## config.mk

```make
export PLATFORM = sky130hd
export DESIGN_NAME = pru_ctrl
export DESIGN_NICKNAME = d
export VERILOG_FILES = /design/src/pru_pkg.sv /design/src/pru_ctrl.sv
export SDC_FILE = /design/constraint.sdc
export NUM_CORES = 1
export LEC_CHECK = 0
export ABC_AREA = 0
export BUFFER_PORTS_ARGS = -buffer_cell sky130_fd_sc_hd__clkbuf_2
export CAP_MARGIN = 20
export CORE_UTILIZATION = 50
export DETAILED_ROUTE_END_ITERATION = 16
export PLACE_DENSITY = 0.86
export RECOVER_POWER = 25
export SETUP_SLACK_MARGIN = 0.1
export SYNTH_ARGS = -nofsm -noshare
export SYNTH_HDL_FRONTEND = slang
export SYNTH_SLANG_ARGS = --single-unit
```

## constraint.sdc

```tcl
create_clock -name clk -period 3.52 [get_ports clk]
set_clock_uncertainty 0.2 [all_clocks]
set_input_delay 0.704 -clock clk [delete_from_list [all_inputs] [get_ports clk]]
set_output_delay 0.704 -clock clk [all_outputs]
set_load 0.1 [all_outputs]
```

## src/pru_pkg.sv

```systemverilog
`timescale 1ns / 1ps
// ----------------------------------------------------------------------------
// pru_pkg
// Shared constants, register codes and inter-module records for the
// pixel replicate upscaler.
// ----------------------------------------------------------------------------
package pru_pkg;

  localparam int MAX_WIDTH  = 1024;
  localparam int MAX_SCALE  = 16;

  localparam int COLOR_W    = 8;
  localparam int PIX_W      = 3 * COLOR_W;
  localparam int SCALE_W    = 5;
  localparam int WIDTH_W    = 11;
  localparam int CFG_DATA_W = 11;
  localparam int CFG_IDX_W  = 1;
  localparam int PAD_W      = 2;

  typedef enum logic [CFG_IDX_W-1:0] {
    REG_SCALE = 1'b0,
    REG_WIDTH = 1'b1
  } cfg_reg_t;

  // decoded item handed from the sequencer to the emitter
  typedef struct packed {
    logic             err;
    logic             use_mem;
    logic             row_done;
    logic [PAD_W-1:0] pad;
    logic [PIX_W-1:0] rgb;
  } cmd_t;

  // one result beat
  typedef struct packed {
    logic             kind;
    logic [PIX_W-1:0] rgb;
    logic             row_end;
    logic             error;
    logic             last;
  } result_t;

endpackage

```

## src/pru_ctrl.sv

```systemverilog
`timescale 1ns / 1ps
// ----------------------------------------------------------------------------
// pru_ctrl
// Configuration registers and row sequencer: checks item order, tracks
// column / repeat / phase, drives the line store and issues commands.
// ----------------------------------------------------------------------------
module pru_ctrl #(
  parameter int MAX_WIDTH = pru_pkg::MAX_WIDTH,
  parameter int MAX_SCALE = pru_pkg::MAX_SCALE,
  parameter int CW        = (MAX_WIDTH > 1) ? $clog2(MAX_WIDTH) : 1,
  parameter int SW        = $clog2(MAX_SCALE + 1)
) (
  input  logic                           clk,
  input  logic                           rst_n,
  input  logic                           cfg_we,
  input  logic [pru_pkg::CFG_IDX_W-1:0]  cfg_index,
  input  logic [pru_pkg::CFG_DATA_W-1:0] cfg_wdata,
  input  logic                           in_valid,
  output logic                           in_ready,
  input  logic                           in_func,
  input  logic [pru_pkg::PIX_W-1:0]      in_rgb,
  output logic                           mem_we,
  output logic                           mem_re,
  output logic [CW-1:0]                  mem_addr,
  output logic [pru_pkg::PIX_W-1:0]      mem_wdata,
  output logic [SW-1:0]                  scale_cnt,
  output logic                           cmd_v,
  output pru_pkg::cmd_t                  cmd,
  input  logic                           cmd_take
);

  localparam int RW = (MAX_SCALE > 1) ? $clog2(MAX_SCALE) : 1;

  logic [pru_pkg::SCALE_W-1:0] scale_r;
  logic [pru_pkg::WIDTH_W-1:0] width_r;
  logic [CW-1:0]               column_r, column_nxt;
  logic [RW-1:0]               rep_r, rep_nxt;
  logic                        phase_r, phase_nxt;
  logic                        cmd_v_r, cmd_v_nxt;
  pru_pkg::cmd_t               cmd_r;

  logic [31:0]                 s32, w32;
  logic                        acc, err, row_done;
  logic [pru_pkg::PAD_W-1:0]   pad_mod, pad;

  // clamp registers to the supported range
  assign s32 = (scale_r == '0) ? 32'd1 :
               ((32'(scale_r) > 32'(MAX_SCALE)) ? 32'(MAX_SCALE) : 32'(scale_r));
  assign w32 = (width_r == '0) ? 32'd1 :
               ((32'(width_r) > 32'(MAX_WIDTH)) ? 32'(MAX_WIDTH) : 32'(width_r));
  assign scale_cnt = s32[SW-1:0];

  assign pad_mod = 2'(w32[1:0] * s32[1:0] * 2'd3);
  assign pad     = 2'(2'd0 - pad_mod);

  assign in_ready = !cmd_v_r || cmd_take;
  assign acc      = in_valid && in_ready;
  assign err      = (in_func != phase_r);
  assign row_done = (32'(column_r) + 32'd1) >= w32;

  assign mem_addr  = column_r;
  assign mem_wdata = in_rgb;
  assign mem_we    = acc && !err && !in_func;
  assign mem_re    = acc && !err && in_func;

  always_comb begin
    column_nxt = column_r;
    rep_nxt    = rep_r;
    phase_nxt  = phase_r;
    cmd_v_nxt  = cmd_v_r;
    if (acc) begin
      cmd_v_nxt = 1'b1;
    end else if (cmd_take) begin
      cmd_v_nxt = 1'b0;
    end
    if (cfg_we) begin
      column_nxt = '0;
      rep_nxt    = '0;
      phase_nxt  = 1'b0;
    end else if (acc && !err) begin
      if (row_done) begin
        column_nxt = '0;
        if (!phase_r) begin
          rep_nxt   = '0;
          phase_nxt = (s32 > 32'd1);
        end else if ((32'(rep_r) + 32'd1) >= (s32 - 32'd1)) begin
          rep_nxt   = '0;
          phase_nxt = 1'b0;
        end else begin
          rep_nxt = rep_r + RW'(1);
        end
      end else begin
        column_nxt = column_r + CW'(1);
      end
    end
  end

  always_ff @(posedge clk) begin
    if (!rst_n) begin
      scale_r  <= pru_pkg::SCALE_W'(1);
      width_r  <= pru_pkg::WIDTH_W'(1);
      column_r <= '0;
      rep_r    <= '0;
      phase_r  <= 1'b0;
      cmd_v_r  <= 1'b0;
    end else begin
      column_r <= column_nxt;
      rep_r    <= rep_nxt;
      phase_r  <= phase_nxt;
      cmd_v_r  <= cmd_v_nxt;
      if (cfg_we) begin
        if (cfg_index == pru_pkg::REG_SCALE) begin
          scale_r <= cfg_wdata[pru_pkg::SCALE_W-1:0];
        end else begin
          width_r <= cfg_wdata[pru_pkg::WIDTH_W-1:0];
        end
      end
    end
  end

  always_ff @(posedge clk) begin
    if (acc) begin
      cmd_r.err      <= err;
      cmd_r.use_mem  <= in_func;
      cmd_r.row_done <= row_done;
      cmd_r.pad      <= row_done ? pad : '0;
      cmd_r.rgb      <= in_rgb;
    end
  end

  assign cmd_v = cmd_v_r;
  assign cmd   = cmd_r;

endmodule

```

==> results of run 1 <==
synth_stat cells (all sizes together) (9+ instances only):
cell	count
a21oi	11
nand3	12
nor2b	10
nand2	52
a21boi	12
nor3	10
xnor2	10
nor2	12
buf	28
clkbuf	9
ha	20
edfxtp	29
dfxtp	32
layer usage:
metal	global-route usage, %	vias up	routed length [µm]
met1	24.8	1202	3060
met5	0	-	0
met2	39.7	104	3460
li1	-	1288	-
met3	6.89	6	560
met4	7.72	0	48
timing repair:
item	in CTS	in global routing
setup endpoints to repair	0	1
resized for setup	0	4
buffers inserted	0	0
flip-flops by register name (all words and copies together), names as in the netlist:
signal    count
mem_addr     10
rep_r         4
scale_r       5
width_r      11
phase_r       1
cmd_v         1
cmd          29
per-stage QoR:
stage	instances	util, %	total power [mW]
floorplan	321	-	1.25
global placement	475	61.4	1.32
detailed placement	475	61.4	1.32
CTS	491	65.3	2.05
global route	491	65.0	2.11
finish	491	65.0	2.04
power by group through the flow:
stage	Sequential [mW]	Combinational, mW	Clock [mW]
6_report	0.795	0.507	0.734
5_1_grt	0.799	0.533	0.774
4_1_cts	0.795	0.514	0.743
3_5_place_dp	0.811	0.512	0
3_3_place_gp	0.809	0.506	0
2_1_floorplan	0.974	0.275	0
cells by family after synthesis:
family / after synthesis
adders and majority gates: 20
muxes: 8
and+or+nand+nor: 127
xor gates and xnor gates: 15
buffers and inverters: 46
AOI/OAI and AO/OA: 44
DFF: 61
layout make-up:
| type | instances | area (µm²) | area share (%) |
|---|---|---|---|
| clock inverter | 5 | 100 | 2.56 |
| sequential | 61 | 1530 | 39.2 |
| timing repair buffer | 116 | 559 | 14.3 |
| inverter | 9 | 33.8 | 0.863 |
| clock buffer | 11 | 131 | 3.36 |
| tap | 75 | 93.8 | 2.40 |
| multi-input combinational | 214 | 1460 | 37.3 |
tightest hold or removal path, stage by stage (launching register included):
cell	delay (ns)
dfxtp_1	0.33
nand2_1	0.06
mux2i_1	0.05
how the worst max path moves through the flow:
stage,to,slack (ns)
after floorplan,phase_r,0.14
final,cmd[24],0.31
after global placement,cmd[24],0.37
after CTS,cmd[24],0.26
after global routing,cmd[24],0.19
after detailed placement,cmd[24],0.27
==> key figures, run 1 <==
Critical path
  • CP top delay family: simple AND/OR/NAND/NOR gates
  • Worst reg2reg startpoint: mem_addr[0]
  • Worst setup path start: mem_addr[0]
  • Critical path peak fanout: 11
  • Worst-path cell chain: ha_1, nand3_2, nor3_4, and3_1, ha_1, a211o_1, a211o_1, a311oi_2, buf_4, nor2_4, and3_2
  • R2r endpoint: cmd[24]
  • Critical Path Max Stage Delay: 0.38 ns
  • Crit end category: flop
  • Reg2reg path depth: 11
  • R2R setup slack: 0.31 ns
  • Worst path bufs/invs: 1
  • Critical path class: flop to flop
  • Req. time, crit path: 3.41 ns
  • CP Depth: 11
  • Slowest-stage cell, CP: dfxtp_4
  • Arr. time, crit path: 3.10 ns
  • Worst setup SP type: flop

Logic synthesis
  • Post-synth ARST share: 0%
  • Synth top area share: 27.3%
  • Area leader, netlist: edfxtp_1
  • Post-Synth Adder-Cell Area: 7.84%
  • Cells after synthesis: 321
  • Synthesized area: 3190 µm²
  • Seq/Total Area, Yosys: 47.3%
  • Ys Warns: 0
  • Synth area leaders: edfxtp_1 27%, dfxtp_1 20%, ha_1 7.8%
  • Syn Nets: 383
  • Largest family of logic cells by synthesized area: simple AND/OR/NAND/NOR gates
  • Post-synth EDFFs: 29
  • Post-synth cell types: 44
  • Yosys reg bits: 61
  • Mapped Avg Cell Area: 9.95 µm²
  • Synth Area in Simple Gates: 20.1%
  • Synth Area in XOR/XNOR: 4.11%
  • Multiplexer area fraction after synthesis: 2.51%
  • Compound-Gate Fraction of Synth Area: 9.64%
  • Ys flop type: dfxtp_1

Floorplanning
  • Starting Density: 53.0%
  • # IOs: 114
  • Site Rows: 28
  • Die Height: 81.9 µm
  • Core area: 6030 µm²
  • Die Footprint: 6710 µm²
  • Die X: 81.9 µm

Finish
  • Most frequent cells in the layout: 90 x clkbuf_2, 52 x nand2_1, 29 x edfxtp_1, 25 x clkbuf_1, 24 x dfxtp_1
  • Layout cells sized above 1: 32.0%
  • NumNets Final: 473
  • Area Growth Syn to Fin: 22.6%
  • Most common cell after layout, fill and taps aside: clkbuf_2
  • Filler Cells Inserted: 530
  • Ant diodes: 0
  • Final instance area: 3910 µm²

Hold path
  • Hold Path Cell Cnt: 2
  • HP Class: flop to flop
  • Hold Crit Start: rep_r[1]
  • WHS Endpoint: rep_r[1]

GRT
  • Gr ovfl total: 0
  • First-pass GRT wire length: 11100 µm
  • Maximum number of pins on one net before global-route repair: 28
  • GRT Total Usage: 22.2%
  • Vias in the first global route: 2411
  • Initial antenna violation count: 0

Power and ir drop
  • Clk pwr share: 36.0%
  • Switching part of the total: 34.3%
  • Flop pwr share: 39.0%
  • Pwr Density: 520 nW/µm²
  • P_int: 1.34 mW
  • Comb pwr share: 24.9%
  • Leak: 1.72 nW
  • P_sw: 0.698 mW
  • Maximum vdd drop: 0.271 mV

Clocking
  • CTS tree: yes
  • Cts bufs inserted: 9
  • Cell chosen for the clock root: clkbuf_8
  • Clock Path Buffers: 2
  • Clk sinks: 61
  • # hold bufs at CTS: 0
  • Clk slew on worst S/H paths: 0.07 ns
  • Worst skew pair latency: 0.33 ns
  • Htree depth: 3

STA
  • Final Hold Viols: 0
  • Tmin final: 3.21 ns
  • Min Hold Slack: 0.289 ns
  • Period utilization: 91.1%
  • Worst Max-Slew Pin Slew: 0.674 ns
  • Final-report max-slew violation count: 0
  • Setup Viol. Count Final: 0
  • Slew headroom: 55.1%
  • FMAX: 312 MHz
  • Worst setup slack after layout: 0.312 ns
  • Setup TNS: 0 ns
  • RSZ-0062 raised after global routing: no

Routing
  • Vias: 2600
  • DRT iter0 DRCs: 113
  • Wire length per cell: 14.5 µm
  • DRT Pass-1 Iters: 4
  • DRC violations left: 0
  • Via density: 5.30
  • Total wire length: 7130 µm
  • Antenna Violating Nets Remaining: 0

Job
  • Total of max-cap violations: 0

Status
  • Outcome: complete, no violations

Placement
  • IO buf count: 113
  • Placed inst area: 3700 µm²
  • RePlAce Congestion: 0.889
  • DP Worst Slack: 0.270 ns
  • Detailed Place HPWL: 5610 µm
No activity file was read; power rests on OpenSTA's default activity.
==> run 2, diff against run 1 <==
Settings changed: CORE_ASPECT_RATIO set to 1.4.
==> run 2 against run 1 <==
  * Clock-buffer cell count rose by 1
  * Setup slack got worse by 0.038 ns
  * Utilization fell by 2.0 points
  * Cell count fell by 0.20%
  * Die area barely moved
  * Total power fell by 5.0%
  * Routed wire length fell by 4.5%
  * First-iteration DRC count fell by 32%
  * Cell area barely moved
  * Flip-flop and latch count did not move
  * Critical endpoint is now mem_addr[1]
==> key figures, run 2 (synthesized netlist as in run 1, its figures left out) <==
Critical path
  • Worst setup path start: mem_addr[0]
  • CP Depth: 11 (unchanged)
  • Critical Path End: mem_addr[1]
  • Critical Path Max Stage Delay: 0.38 ns (about the same)
  • Worst reg2reg startpoint: mem_addr[0]
  • Slowest-stage cell, CP: dfxtp_4
  • Reg2reg path depth: 11 (unchanged)
  • Critical path peak fanout: 7 (-4)
  • R2r endpoint: mem_addr[1]
  • Worst path bufs/invs: 1 (unchanged)
  • Worst-path cell chain: ha_1, nand3_2, nor3_4, and3_1, ha_1, a211o_1, a211o_1, a311oi_4, buf_4, nor2_4, nor4_1
  • R2R setup slack: 0.27 ns (-0.04 ns)
  • Req. time, crit path: 3.54 ns (+0.13 ns)
  • Arr. time, crit path: 3.27 ns (+0.17 ns)
  • CP top delay family: simple AND/OR/NAND/NOR gates
  • Critical path class: flop to flop
  • Worst setup SP type: flop
  • Crit end category: flop

STA
  • Final Hold Viols: 0 (unchanged)
  • Final-report max-slew violation count: 0 (unchanged)
  • Setup Viol. Count Final: 0 (unchanged)
  • Setup TNS: 0 ns (unchanged)
  • FMAX: 308 MHz (-1.2%)
  • Tmin final: 3.25 ns (+0.0375 ns)
  • Slew headroom: 53.0% (-2.1 points)
  • Period utilization: 92.2% (+1.1 points)
  • RSZ-0062 raised after global routing: no
  • Min Hold Slack: 0.283 ns (-0.00647 ns)
  • Worst Max-Slew Pin Slew: 0.704 ns (+0.0302 ns)
  • Worst setup slack after layout: 0.275 ns (-0.0375 ns)

Clocking
  • Cts bufs inserted: 9 (unchanged)
  • # hold bufs at CTS: 0 (unchanged)
  • Clock Path Buffers: 2 (unchanged)
  • CTS resizes: 0 (unchanged)
  • CTS tree: yes
  • Htree depth: 3 (unchanged)
  • Post-CTS setup buffers: 0 (unchanged)
  • Clk slew on worst S/H paths: 0.06 ns (about the same)
  • Clk sinks: 61 (unchanged)
  • Worst skew pair latency: 0.34 ns (about the same)
  • Cell chosen for the clock root: clkbuf_8

Placement
  • DP Worst Slack: 0.128 ns (-0.142 ns)
  • Cell Count Post-Placement: 474 (-0.21%)
  • Placed inst area: 3710 µm² (+0.30%)
  • Detailed Place HPWL: 5320 µm (-5.2%)
  • RePlAce Congestion: 0.844 (-5.1%)
  • IO buf count: 113 (unchanged)

GRT
  • GRT Total Usage: 21.2% (-1.0 points)
  • Gr ovfl total: 0 (unchanged)
  • Initial antenna violation count: 0 (unchanged)
  • First-pass GRT wire length: 10900 µm (-1.4%)
  • Vias in the first global route: 2465 (+2.2%)
  • Maximum number of pins on one net before global-route repair: 30 (+7.1%)

Floorplanning
  • Site Rows: 34 (+21%)
  • Core area: 6210 µm² (+3.1%)
  • Starting Density: 51.4% (-1.6 points)
  • Die X: 69.5 µm (-15%)
  • Die Height: 96.6 µm (+18%)
  • # IOs: 114 (unchanged)
  • Die Footprint: 6710 µm² (about the same)

Finish
  • Ant diodes: 0 (unchanged)
  • Filler Cells Inserted: 531 (+0.19%)
  • Most frequent cells in the layout: 88 x clkbuf_2, 52 x nand2_1, 29 x edfxtp_1, 25 x clkbuf_1, 24 x dfxtp_1
  • Final instance area: 3910 µm² (about the same)
  • Finished Layout Cells: 490 (-0.20%)
  • Area Growth Syn to Fin: 22.5% (about the same)
  • Most common cell after layout, fill and taps aside: clkbuf_2
  • Max reg flops: 29 (unchanged)
  • Post-layout util: 63.0% (-2.0 points)
  • Layout cells sized above 1: 32.3% (+0.33 points)
  • NumNets Final: 475 (+0.42%)

Power and ir drop
  • Pwr Density: 494 nW/µm² (-4.9%)
  • Leak: 1.72 nW (about the same)
  • Total power after layout: 1.93 mW (-5.0%)
  • Maximum vdd drop: 0.316 mV (+17%)

Routing
  • DRT iter0 DRCs: 77 (-32%)
  • DRC violations left: 0 (unchanged)
  • Total wire length: 6810 µm (-4.5%)
  • Vias: 2598 (-0.077%)
  • DRT Pass-1 Iters: 4 (unchanged)
  • Wire length per cell: 13.9 µm (-4.3%)
  • Via density: 5.30 (+0.13%)
  • Antenna Violating Nets Remaining: 0 (unchanged)

Job
  • Total of max-cap violations: 0 (unchanged)

Status
  • Outcome: complete, no violations

Hold path
  • HP Class: flop to flop
## run 2: worst min-delay path by stage
stage               start          to  slack, ns  depth (start not counted)
2_1_floorplan    rep_r[1]    rep_r[1]       0.25                          2
3_3_place_gp     rep_r[1]    rep_r[1]       0.26                          2
3_5_place_dp   width_r[2]  width_r[2]       0.28                          2
4_1_cts        width_r[2]  width_r[2]       0.28                          2
5_1_grt        width_r[2]  width_r[2]       0.31                          2
6_report       width_r[2]  width_r[2]       0.28                          2
## run 2: metal layers
layer  track usage, %  vias to the layer above  routed length, µm  share of wire (%)
li1                 -                     1292                  -                  -
met1             21.7                     1172               2620                 38
met2             39.1                      124               3470                 51
met3             7.57                       10                599                8.8
met4             9.52                        0                121                1.8
met5                0                        -                  0                  0
## run 2: area by class of cell
| class | count | area [µm²] | area share [%] |
|---|---|---|---|
| Tap cell | 72 | 90.1 | 2.30 |
| Multi-Input combinational cell | 214 | 1480 | 37.8 |
| Sequential cell | 61 | 1530 | 39.2 |
| Inverter | 9 | 33.8 | 0.863 |
| Clock buffer | 12 | 155 | 3.97 |
| Timing Repair Buffer | 118 | 572 | 14.6 |
| Clock inverter | 4 | 47.5 | 1.22 |
## run 2: where the power goes
group / internal (mW) / leakage, nW / switching (mW)
logic: 0.0982 / 1.07 / 0.418
registers: 0.778 / 0.547 / 0.0173
clock network: 0.363 / 0.102 / 0.260
total: 1.24 / 1.72 / 0.696
## run 2: worst register-to-register path: cells and delay by family, from the launching register on
kind                       cells  cell delay, ns
and+or+nand+nor                5            0.97
buffers and inverters          1            0.22
DFF                            1            0.38
AOI/OAI and AO/OA              3            0.87
adders and majority gates      2            0.51
