--- src/pru_pkg.sv ---
`timescale 1ns / 1ps
// ----------------------------------------------------------------------------
// pru_pkg
// Shared constants, register codes and inter-module records for the
// pixel replicate upscaler.
// ----------------------------------------------------------------------------
package pru_pkg;

  localparam int MAX_WIDTH  = 1024;
  localparam int MAX_SCALE  = 16;

  localparam int COLOR_W    = 8;
  localparam int PIX_W      = 3 * COLOR_W;
  localparam int SCALE_W    = 5;
  localparam int WIDTH_W    = 11;
  localparam int CFG_DATA_W = 11;
  localparam int CFG_IDX_W  = 1;
  localparam int PAD_W      = 2;

  typedef enum logic [CFG_IDX_W-1:0] {
    REG_SCALE = 1'b0,
    REG_WIDTH = 1'b1
  } cfg_reg_t;

  // decoded item handed from the sequencer to the emitter
  typedef struct packed {
    logic             err;
    logic             use_mem;
    logic             row_done;
    logic [PAD_W-1:0] pad;
    logic [PIX_W-1:0] rgb;
  } cmd_t;

  // one result beat
  typedef struct packed {
    logic             kind;
    logic [PIX_W-1:0] rgb;
    logic             row_end;
    logic             error;
    logic             last;
  } result_t;

endpackage

--- src/pru_emit.sv ---
`timescale 1ns / 1ps
// ----------------------------------------------------------------------------
// pru_emit
// Expands each command into its result beats (copies, then pad bytes, or one
// error beat) and holds them in the output register.
// ----------------------------------------------------------------------------
module pru_emit #(
  parameter int SW = $clog2(pru_pkg::MAX_SCALE + 1)
) (
  input  logic                      clk,
  input  logic                      rst_n,
  input  logic [SW-1:0]             scale_cnt,
  input  logic                      cmd_v,
  input  pru_pkg::cmd_t             cmd,
  input  logic [pru_pkg::PIX_W-1:0] mem_rdata,
  output logic                      cmd_take,
  output logic                      out_valid,
  input  logic                      out_ready,
  output pru_pkg::result_t          out_res
);

  logic                      em_v_r, em_v_nxt;
  logic                      em_err_r, em_row_r;
  logic [pru_pkg::PIX_W-1:0] em_rgb_r;
  logic [SW-1:0]             cp_r, cp_nxt;
  logic [pru_pkg::PAD_W-1:0] pd_r, pd_nxt;
  logic                      out_v_r, out_v_nxt;
  pru_pkg::result_t          out_r, res;
  logic                      step, final_beat;

  assign step = em_v_r && (!out_v_r || out_ready);

  always_comb begin
    res = '0;
    final_beat = 1'b0;
    priority if (em_err_r) begin
      res.error  = 1'b1;
      final_beat = 1'b1;
    end else if (cp_r != '0) begin
      res.rgb     = em_rgb_r;
      final_beat  = (cp_r == SW'(1)) && (pd_r == '0);
      res.row_end = final_beat && em_row_r;
    end else begin
      res.kind    = 1'b1;
      final_beat  = (pd_r == pru_pkg::PAD_W'(1));
      res.row_end = final_beat;
    end
    res.last = final_beat;
  end

  assign cmd_take = cmd_v && (!em_v_r || (step && final_beat));

  always_comb begin
    em_v_nxt  = em_v_r;
    cp_nxt    = cp_r;
    pd_nxt    = pd_r;
    out_v_nxt = out_v_r;
    if (cmd_take) begin
      em_v_nxt = 1'b1;
      cp_nxt   = scale_cnt;
      pd_nxt   = cmd.pad;
    end else if (step && final_beat) begin
      em_v_nxt = 1'b0;
    end else if (step) begin
      if (cp_r != '0) begin
        cp_nxt = cp_r - SW'(1);
      end else begin
        pd_nxt = pd_r - pru_pkg::PAD_W'(1);
      end
    end
    if (step) begin
      out_v_nxt = 1'b1;
    end else if (out_ready) begin
      out_v_nxt = 1'b0;
    end
  end

  always_ff @(posedge clk) begin
    if (!rst_n) begin
      em_v_r  <= 1'b0;
      out_v_r <= 1'b0;
      cp_r    <= '0;
      pd_r    <= '0;
    end else begin
      em_v_r  <= em_v_nxt;
      out_v_r <= out_v_nxt;
      cp_r    <= cp_nxt;
      pd_r    <= pd_nxt;
    end
  end

  always_ff @(posedge clk) begin
    if (cmd_take) begin
      em_err_r <= cmd.err;
      em_row_r <= cmd.row_done;
      em_rgb_r <= cmd.use_mem ? mem_rdata : cmd.rgb;
    end
    if (step) begin
      out_r <= res;
    end
  end

  assign out_valid = out_v_r;
  assign out_res   = out_r;

endmodule

--- config.mk ---
export PLATFORM = sky130hd
export DESIGN_NAME = pru_emit
export DESIGN_NICKNAME = d
export VERILOG_FILES = /design/src/pru_pkg.sv /design/src/pru_emit.sv
export SDC_FILE = /design/constraint.sdc
export NUM_CORES = 1
export LEC_CHECK = 0
export ABC_CLOCK_PERIOD_IN_PS = 6330
export BUFFER_PORTS_ARGS = -buffer_cell sky130_fd_sc_hd__buf_2
export CORE_AREA = 10 10 75 124
export CTS_CLUSTER_SIZE = 12
export DETAILED_ROUTE_END_ITERATION = 6
export DIE_AREA = 0 0 85 134
export GPL_ROUTABILITY_DRIVEN = 0
export MAX_ROUTING_LAYER = met4
export SKIP_CTS_REPAIR_TIMING = 1
export SLEW_MARGIN = 5
export SYNTH_ARGS = -nofsm -noshare
export SYNTH_HDL_FRONTEND = slang
export SYNTH_SLANG_ARGS = --single-unit
--- constraint.sdc ---
create_clock -name clk -period 6.33 [get_ports clk]
set_input_delay 0.3165 -clock clk [delete_from_list [all_inputs] [get_ports clk]]
set_output_delay 0.3165 -clock clk [all_outputs]
set_load 0.1 [all_outputs]
==> results.cfg, run 1 <==
[synth]
synth_cell_types = 42
synth_top_cells_by_area = edfxtp_1, mux2_2, dfxtp_1
yosysSeqAreaShare_pct = 64.4
postSynthCellCount = 200
synth-xor-area-share_pct = 0
synth_top_family_by_area = simple AND/OR/NAND/NOR gates
synth_warnings = 0
synth_ff_type = edfxtp_1
synth_area_um2 = 2800
synth_nets = 267
synthMuxAreaShare_pct = 10.4
synth-compound-area-share_pct = 6.97
ys_ff_latch = 63
synthSimpleGateAreaFrac_pct = 13.7
synth_top_area_cell = edfxtp_1
synthArstFlopShare_pct = 0
synth_top_area_share_pct = 57.9
synth-edff-count = 54
synthAdderAreaFrac_pct = 2.24
syn_avg_cell_area_um2 = 14.0

[critical_path]
worst_r2r_startpoint = cp_r[0]
cp-endpoint = cmd_take
r2r_slack_ps = 3980
startpoint = cp_r[0]
cp-start-kind = flip-flop
reg2reg_depth = 8
r2r_end = pd_r[1]
critPathKind = flip-flop to primary output
crit_arrival_ps = 2710
worstPathRequired_ps = 6010
critPathCaptureType = primary output
path_max_fanout = 34

[sta]
fmax_mhz = 330
setup_tns_ps = 0
relSlewSlack_pct = 24.6
finalHoldViolCount = 0
min_period_over_period_pct = 47.9
drv_slew = 0
setup-violations-final = 0
fin_skew_ps = 7.16
rsz0062_at_grt = false
fin_crit_ps = 3030
worst_pin_slew_ps = 1130

[clock_network]
clk_pin_slew_ps = 50
cts_buffer_depth = 2
cts_root_buffer = clkbuf_16
cts_buffers = 9
clock_latency_ps = 320
htree_levels = 3
clock-sinks = 63
cts_tree = built

[layout]
area_growth_pct = 32.6
finalInstanceArea_um2 = 3710
final_common_cell = buf_2
multiInputGateArea_um2 = 932
regArea_um2 = 1800
drive_above_1_share_pct = 45.0
layout_common_cells = buf_2, edfxtp_1, and2_1, mux2_2, nand2_1
nNetsFinal = 364
diodes = 0
num-fill-cells = 624

[floorplan]
rows = 41
die-width_um = 85
start_util_pct = 38.7
io_pins = 92
die_h_um = 134
design.die.area_um2 = 11400
core-area_um2 = 7230

[min_path]
hold_depth = 1
hp-class = input pin to flip-flop

[detailed_routing]
antenna_left = 0
wire_per_inst_um = 16.5
first_pass_iters = 4
via_per_inst = 4.94
vias = 1916
drt_iter0_markers = 107
drc = 0
finalWirelength_um = 6410

[placement]
dpl.hpwl_um = 4830
portBuffers = 91
placed_area_um2 = 3340

[global_route]
first_global_vias = 2145
antenna_found_initial = 0
grt_overflow = 0
track_usage_pct = 11.9
grt_pass1_wl_um = 10400
grt_max_degree = 35

[pwr]
leakage_nw = 1.53
ir_worst_vdd_mv = 0.214
cellPowerDensity_nw_per_um2 = 374

[flow_run]
drv_cap = 0

[status]
status = completed
worst min path at each step:
| stage | from | to | slack [ps] |
|---|---|---|---|
| floorplan | cmd[28] | em_err_r | 420 |
| global route | cmd[28] | em_err_r | 160 |
| finish | cmd[26] | em_row_r | 180 |
| CTS | cmd[28] | em_err_r | 170 |
| detailed placement | em_rgb_r[21] | out_res[24] | 500 |
| global placement | em_rgb_r[1] | out_res[4] | 500 |
critical path, cell delays in order, from the launching register on:
cell and delay, ps:
dfxtp_1 400, inv_1 100, ha_1 260, nor4bb_4 320, a21oi_1 150, a31o_1 360, clkinv_4 280, buf_2 500
routing by layer:
metal	up-vias	GRT usage, %	routed length (µm)
met5	-	-	0
met4	0	7.44	138
met3	8	3.94	368
met2	69	19.7	3570
met1	897	11.7	2330
li1	942	-	-
kinds of logic (layout without fill, tap and decap cells):
logic type / count (synthesis) / after routing
buffers and inverters: 14 / 116
adders and majority gates: 5 / 5
DFF: 63 / 63
muxes: 26 / 26
and+or+nand+nor: 64 / 64
AOI/OAI and AO/OA: 28 / 28
power breakdown:
group          total [mW]  internal (mW)  switching [mW]
registers           0.516          0.498          0.0177
clock network       0.603          0.436           0.168
logic               0.269         0.0758           0.193
total                1.39           1.01           0.378
registers in the layout, indices dropped and copies added, names as in the netlist:
name       flops
pd_r           2
em_rgb_r      24
em_v_r         1
out_valid      1
out_res       28
em_row_r       1
cp_r           5
em_err_r       1
metrics by stage:
stage	worst slack [ps]	cells	hold WS (ps)	util, %	total power [mW]
after floorplan	3740	200	415	-	0.732
after global placement	3710	372	501	46.2	0.792
after detailed placement	3640	372	503	46.2	0.796
after CTS	3280	388	168	51.3	1.41
after global routing	3160	388	161	51.3	1.44
final	3300	388	182	51.3	1.39
Yosys cell counts, types with 2 or more instances:
master / number
nand2b_1: 3
mux2i_1: 2
nand2_1: 15
ha_1: 5
o22ai_1: 3
mux2_2: 24
dfxtp_1: 9
edfxtp_1: 54
a21oi_1: 6
nand3_1: 4
a31oi_1: 3
nor2_1: 3
clkbuf_1: 5
nor3_1: 4
o211ai_1: 2
and2_1: 25
a31o_1: 2
o21a_1: 2
inv_1: 6
cell type report:
cell class / instances / area share [%]
inverters: 8 / 0.944
clock buffers: 11 / 6.54
repair buffers: 92 / 12.5
flip-flops and latches: 63 / 48.6
clock inverters: 5 / 3.47
multi-input cells: 123 / 25.1
well taps: 86 / 2.90
(Power assumes the default switching activity.)
==> run 2, diff against run 1 <==
--- a/config.mk
+++ b/config.mk
@@ -5,12 +5,13 @@
 export SDC_FILE = /design/constraint.sdc
 export NUM_CORES = 1
 export LEC_CHECK = 0
-export ABC_CLOCK_PERIOD_IN_PS = 6330
+export ABC_AREA = 1
+export ABC_CLOCK_PERIOD_IN_PS = 3200
 export BUFFER_PORTS_ARGS = -buffer_cell sky130_fd_sc_hd__buf_2
-export CORE_AREA = 10 10 75 124
+export CORE_AREA = 10 10 75 125
 export CTS_CLUSTER_SIZE = 12
 export DETAILED_ROUTE_END_ITERATION = 6
-export DIE_AREA = 0 0 85 134
+export DIE_AREA = 0 0 85 135
 export GPL_ROUTABILITY_DRIVEN = 0
 export MAX_ROUTING_LAYER = met4
 export SKIP_CTS_REPAIR_TIMING = 1
==> constraint.sdc (replaced) <==
create_clock -name clk -period 3.2 [get_ports clk]
set_input_delay 0.16 -clock clk [delete_from_list [all_inputs] [get_ports clk]]
set_output_delay 0.16 -clock clk [all_outputs]
set_load 0.1 [all_outputs]
==> run 2 against run 1 <==
- core utilization down 0.52 points
- register-to-register slack got worse by 2800 ps
- hold slack got worse by 160 ps
- critical path type unchanged
- critical endpoint unchanged
==> results.cfg, run 2 <==
[synth]
synth_area_um2 = 2860
synth_cell_types = 22
synth_common_cells = edfxtp_1, nor2_1, inv_1
ys_ff_latch = 63
synth-edff-count = 54
synth_warnings = 0
syn_avg_cell_area_um2 = 11.5
synth_ff_type = edfxtp_1
yosysSeqAreaShare_pct = 62.9
synthArstFlopShare_pct = 0
synth.most_common_cell = edfxtp_1
synth_top_area_cell = edfxtp_1
synth_nets = 315
postSynthCellCount = 248
synth_top_cells_by_area = edfxtp_1, mux2_2, dfxtp_1
synth_top_area_share_pct = 56.6

[critical_path]
path_common_cell = inv_1
slowest_stage = buf_4
path_cells = inv_1 > ha_1 > inv_1 > nor2_1 > nand3_2 > nand3_4 > nand2_4 > nand2_8 > nand2_8 > inv_1 > buf_4 > buf_12
r2r_slack_ps = 1150
r2r_end = out_res[24]
crit_arrival_ps = 2240
critPathKind = flip-flop to primary output
startpoint = cp_r[0]
path_max_fanout = 27
cp-start-kind = flip-flop
worst_r2r_startpoint = cp_r[0]
reg2reg_depth = 7
slowest_delay_ps = 340
critPathCaptureType = primary output
worstPathRequired_ps = 3040

[detailed_routing]
antenna_left = 0
finalWirelength_um = 6360
via_per_inst = 4.45
drc = 0
drt_iter0_markers = 107
first_pass_iters = 4
vias = 1942
wire_per_inst_um = 14.6

[layout]
drive_above_1_share_pct = 41.1
final_cell_count_no_fill = 436
area_growth_pct = 28.3
nNetsFinal = 412
diodes = 0
layout_common_cells = buf_2, edfxtp_1, nor2_1, inv_1, nand2_1
largest_reg_flops = 28
final_common_cell = buf_2
num-fill-cells = 671

[floorplan]
die_h_um = 135
rows = 41
design.die.area_um2 = 11500
io_pins = 92
core-area_um2 = 7230
die-width_um = 85
start_util_pct = 39.6

[clock_network]
clk_pin_slew_ps = 50
clock_latency_ps = 330
cts_tree = built
cts_buffers = 9
clock-sinks = 63
htree_levels = 3
cts_root_buffer = clkbuf_16
cts_buffer_depth = 2

[sta]
fin_crit_ps = 2400
relSlewSlack_pct = 43.2
rsz0062_at_grt = false
fmax_mhz = 416
min_period_over_period_pct = 75.1
worst_pin_slew_ps = 850
fin_skew_ps = 4.33
finalHoldViolCount = 0
setup-violations-final = 0
drv_slew = 0
setup_tns_ps = 0

[placement]
dpl.hpwl_um = 4810
portBuffers = 91
dp.cells = 420

[pwr]
cellPowerDensity_nw_per_um2 = 689
p_seq_share_pct = 40.5
leakage_nw = 1.73
swShare_pct = 33.7
intPower_mw = 1.68
clkPwrFrac_pct = 33.6
ir_worst_vdd_mv = 0.353
switching_power_mw = 0.852
combPwrFrac_pct = 25.8

[global_route]
grt_pass1_wl_um = 10500
track_usage_pct = 12.1
grt_max_degree = 30
first_global_vias = 2192
antenna_found_initial = 0
grt_overflow = 0

[min_path]
worstHoldStart = cmd[28]
hold_depth = 1
hp-class = input pin to flip-flop
whs_endpoint = em_err_r

[flow_run]
drv_cap = 0

[status]
status = completed
==> run 2: changes by cell type after synthesis, moves of 4 or more <==
cell,previous run,this run
nor2_1,3,42
inv_1,6,40
and2_1,25,0
nand2_1,15,34
nand3_1,4,10
clkbuf_1,5,1
nor3_1,4,0
==> run 2: worst max-delay path, delay by kind of cell (launching register included) <==
family        cells  cell delay (ps)
fa+ha+maj         1              200
buf+inv           5              810
flops             1              310
simple gates      6              560
==> run 2: how the worst max path moves through the flow <==
stage,slack [ps],depth (start not counted),endpoint
5_1_grt,570,11,cmd_take
2_1_floorplan,70,7,em_err_r
4_1_cts,750,12,cmd_take
3_5_place_dp,1100,12,cmd_take
3_3_place_gp,1160,12,cmd_take
6_report,800,12,cmd_take
==> run 2: layout make-up <==
type                            instances  area (µm²)  area share (%)
Clock inverter                          5        25.0           0.681
Inverter                               44         165            4.50
Tap cell                               86         108            2.93
Timing Repair Buffer                   93         485            13.2
Sequential cell                        63        1800            49.0
Clock buffer                           11         233            6.34
Multi-Input combinational cell        134         856            23.3
==> run 2: routing by layer <==
| layer | share of wire (%) | vias to the layer above | global-route usage (%) |
|---|---|---|---|
| met5 | 0 | - | - |
| met4 | 3.3 | 0 | 8.46 |
| met3 | 5.2 | 15 | 3.49 |
| met2 | 55 | 55 | 20.7 |
| met1 | 36 | 879 | 11.1 |
| li1 | - | 993 | - |
==> run 2: per-stage QoR <==
stage          util, %  hold WS (ps)  total power, mW  setup WS, ps  area [µm²]
6_report          50.8          22.0             2.53           797        3670
2_1_floorplan        -           259             1.57          73.5        2860
3_5_place_dp      47.2           361             1.70          1100        3420
3_3_place_gp      47.2           358             1.70          1160        3420
5_1_grt           50.8          19.1             2.66           569        3670
4_1_cts           50.8          15.3             2.56           753        3670
==> run 2: cell families (layout without fill, tap and decap cells) <==
logic type,after synthesis,after routing,synth area share [%]
buf+inv,51,153,7.21
fa+ha+maj,5,5,2.18
xor+xnor,3,3,0.918
compound gates,4,4,0.699
simple gates,98,98,16.6
flops,63,63,62.9
mux,24,24,9.44
==> run 2: power groups by stage <==
stage          logic (mW)  clock network [mW]  registers [mW]
6_report            0.653               0.851            1.03
5_1_grt             0.719               0.903            1.03
4_1_cts             0.664               0.866            1.03
3_5_place_dp        0.661                   0            1.04
3_3_place_gp        0.656                   0            1.04
2_1_floorplan       0.290                   0            1.28
==> run 3, diff against run 2 <==
--- a/config.mk
+++ b/config.mk
@@ -6,7 +6,7 @@
 export NUM_CORES = 1
 export LEC_CHECK = 0
 export ABC_AREA = 1
-export ABC_CLOCK_PERIOD_IN_PS = 3200
+export ABC_CLOCK_PERIOD_IN_PS = 2000
 export BUFFER_PORTS_ARGS = -buffer_cell sky130_fd_sc_hd__buf_2
 export CORE_AREA = 10 10 75 125
 export CTS_CLUSTER_SIZE = 12
@@ -14,6 +14,7 @@
 export DIE_AREA = 0 0 85 135
 export GPL_ROUTABILITY_DRIVEN = 0
 export MAX_ROUTING_LAYER = met4
+export PLACE_DENSITY = 0.67
 export SKIP_CTS_REPAIR_TIMING = 1
 export SLEW_MARGIN = 5
 export SYNTH_ARGS = -nofsm -noshare
==> constraint.sdc (replaced) <==
create_clock -name clk -period 2 [get_ports clk]
set_input_delay 0.1 -clock clk [delete_from_list [all_inputs] [get_ports clk]]
set_output_delay 0.1 -clock clk [all_outputs]
set_load 0.1 [all_outputs]
==> run 3 against run 2 <==
- sequential share of layout area shrank 4.0 points
- clock power grew 73%
- highest routed layer unchanged
- cell count grew 5.0%
- global-route usage shrank 0.78 points
- clock skew grew 1.5 ps
- hold slack gained 61 ps
- routed wire length grew 2.3%
- worst setup slack lost 760 ps
- clock-buffer cell count shrank 2
- sequential power grew 60%
- non-clock buffer count grew 23
- total power grew 71%
==> results.cfg, run 3 (synthesized netlist as in run 2, its figures left out) <==
[global_route]
antenna_found_initial = 0
first_global_vias = 2163
grt_pass1_wl_um = 9850
track_usage_pct = 11.3
grt_overflow = 0
grt_max_degree = 31

[sta]
finalHoldViolCount = 0
fmax_mhz = 509
worst_pin_slew_ps = 517
setup-violations-final = 0
rsz0062_at_grt = true
holdWs_ps = 82.8
fin_crit_ps = 1970
drv_slew = 0
relSlewSlack_pct = 65.8
fin_skew_ps = 5.84
min_period_over_period_pct = 98.3

[pwr]
cellPowerDensity_nw_per_um2 = 1070
ir_worst_vdd_mv = 0.487
leakage_nw = 1.87

[critical_path]
r2r_slack_ps = 90
reg2reg_depth = 13
crit_arrival_ps = 1870
worstPathRequired_ps = 1900
startpoint = cp_r[1]
critPathKind = flip-flop to primary output
critPathCaptureType = primary output
worst_r2r_startpoint = cp_r[1]
cp-start-kind = flip-flop
r2r_end = em_rgb_r[11]
path_max_fanout = 5
cp-endpoint = cmd_take

[layout]
drive_above_1_share_pct = 49.2
largest_reg_flops = 28
final_common_cell = buf_2
layout_common_cells = buf_2, edfxtp_1, nor2_1, inv_1, nand2_1
fin_util_pct = 55.5
area_growth_pct = 40.3
num-fill-cells = 605
nNetsFinal = 435
diodes = 0

[clock_network]
cts_buffers = 9
cts_buffer_depth = 2
cts_root_buffer = clkbuf_16
clk_pin_slew_ps = 50
clock_latency_ps = 320
cts_tree = built
clock-sinks = 63
htree_levels = 3

[floorplan]
io_pins = 92
die_h_um = 135
core-area_um2 = 7230
start_util_pct = 39.6
rows = 41
die-width_um = 85
design.die.area_um2 = 11500

[placement]
portBuffers = 91
dpl.hpwl_um = 4700

[flow_run]
drv_cap = 0

[detailed_routing]
finalWirelength_um = 6510
drc = 0
first_pass_iters = 4
drt_iter0_markers = 59
wire_per_inst_um = 14.2
antenna_left = 0
via_per_inst = 4.45
vias = 2039

[status]
status = completed

[min_path]
hp-class = input pin to flip-flop
run 3: power by group:
group          internal, mW  total [mW]  switching, mW
Sequential             1.59        1.65         0.0593
Clock                 0.950        1.47          0.524
Combinational         0.364        1.19          0.825
Total                  2.91        4.32           1.41
run 3: worst min-delay path by stage:
stage	from	endpoint	slack, ps	cells after the start
floorplan	cmd[28]	em_err_r	200	0
global placement	cmd[28]	em_err_r	290	1
detailed placement	cmd[28]	em_err_r	290	1
CTS	cmd[28]	em_err_r	-50	1
global route	mem_rdata[16]	em_rgb_r[16]	70	2
finish	rst_n	cp_r[0]	80	3
run 3: layout make-up:
type                    instances  area, µm²  share of cell area (%)
flip-flops and latches         63       1810                    45.1
multi-input cells             134        915                    22.8
repair buffers                116        711                    17.7
clock buffers                   9        225                    5.61
inverters                      44        186                    4.64
well taps                      86        108                    2.68
clock inverters                 6       62.6                    1.56
run 3: stage by stage:
stage / setup TNS (ps) / area [µm²] / setup slack [ps] / power, mW / instances
finish: 0 / 4020 / 34.9 / 4.32 / 458
global route: -48.1 / 4020 / -48.1 / 4.51 / 458
CTS: -142 / 3780 / -142 / 4.25 / 436
detailed placement: 0 / 3490 / 203 / 2.77 / 421
global placement: 0 / 3490 / 233 / 2.75 / 421
floorplan: -7420 / 2920 / -285 / 2.54 / 248
run 3: per-layer routing:
layer | wire [µm] | global-route usage (%) | share of wire [%]
met1 | 2460 | 10.7 | 38
met2 | 3570 | 19.1 | 55
met3 | 351 | 4.52 | 5.4
met4 | 133 | 5.88 | 2.0
met5 | 0 | - | 0
run 3: worst max-delay path, cell delays in order, from the launching register on:
cell and delay (ps):
dfxtp_1 300, inv_2 120, ha_4 170, inv_2 40, nor2_2 80, nand3_2 100, nand3_4 120, nand2_8 70
nand2_8 90, nand2_8 60, clkinvlp_4 100, buf_12 120, buf_12 160
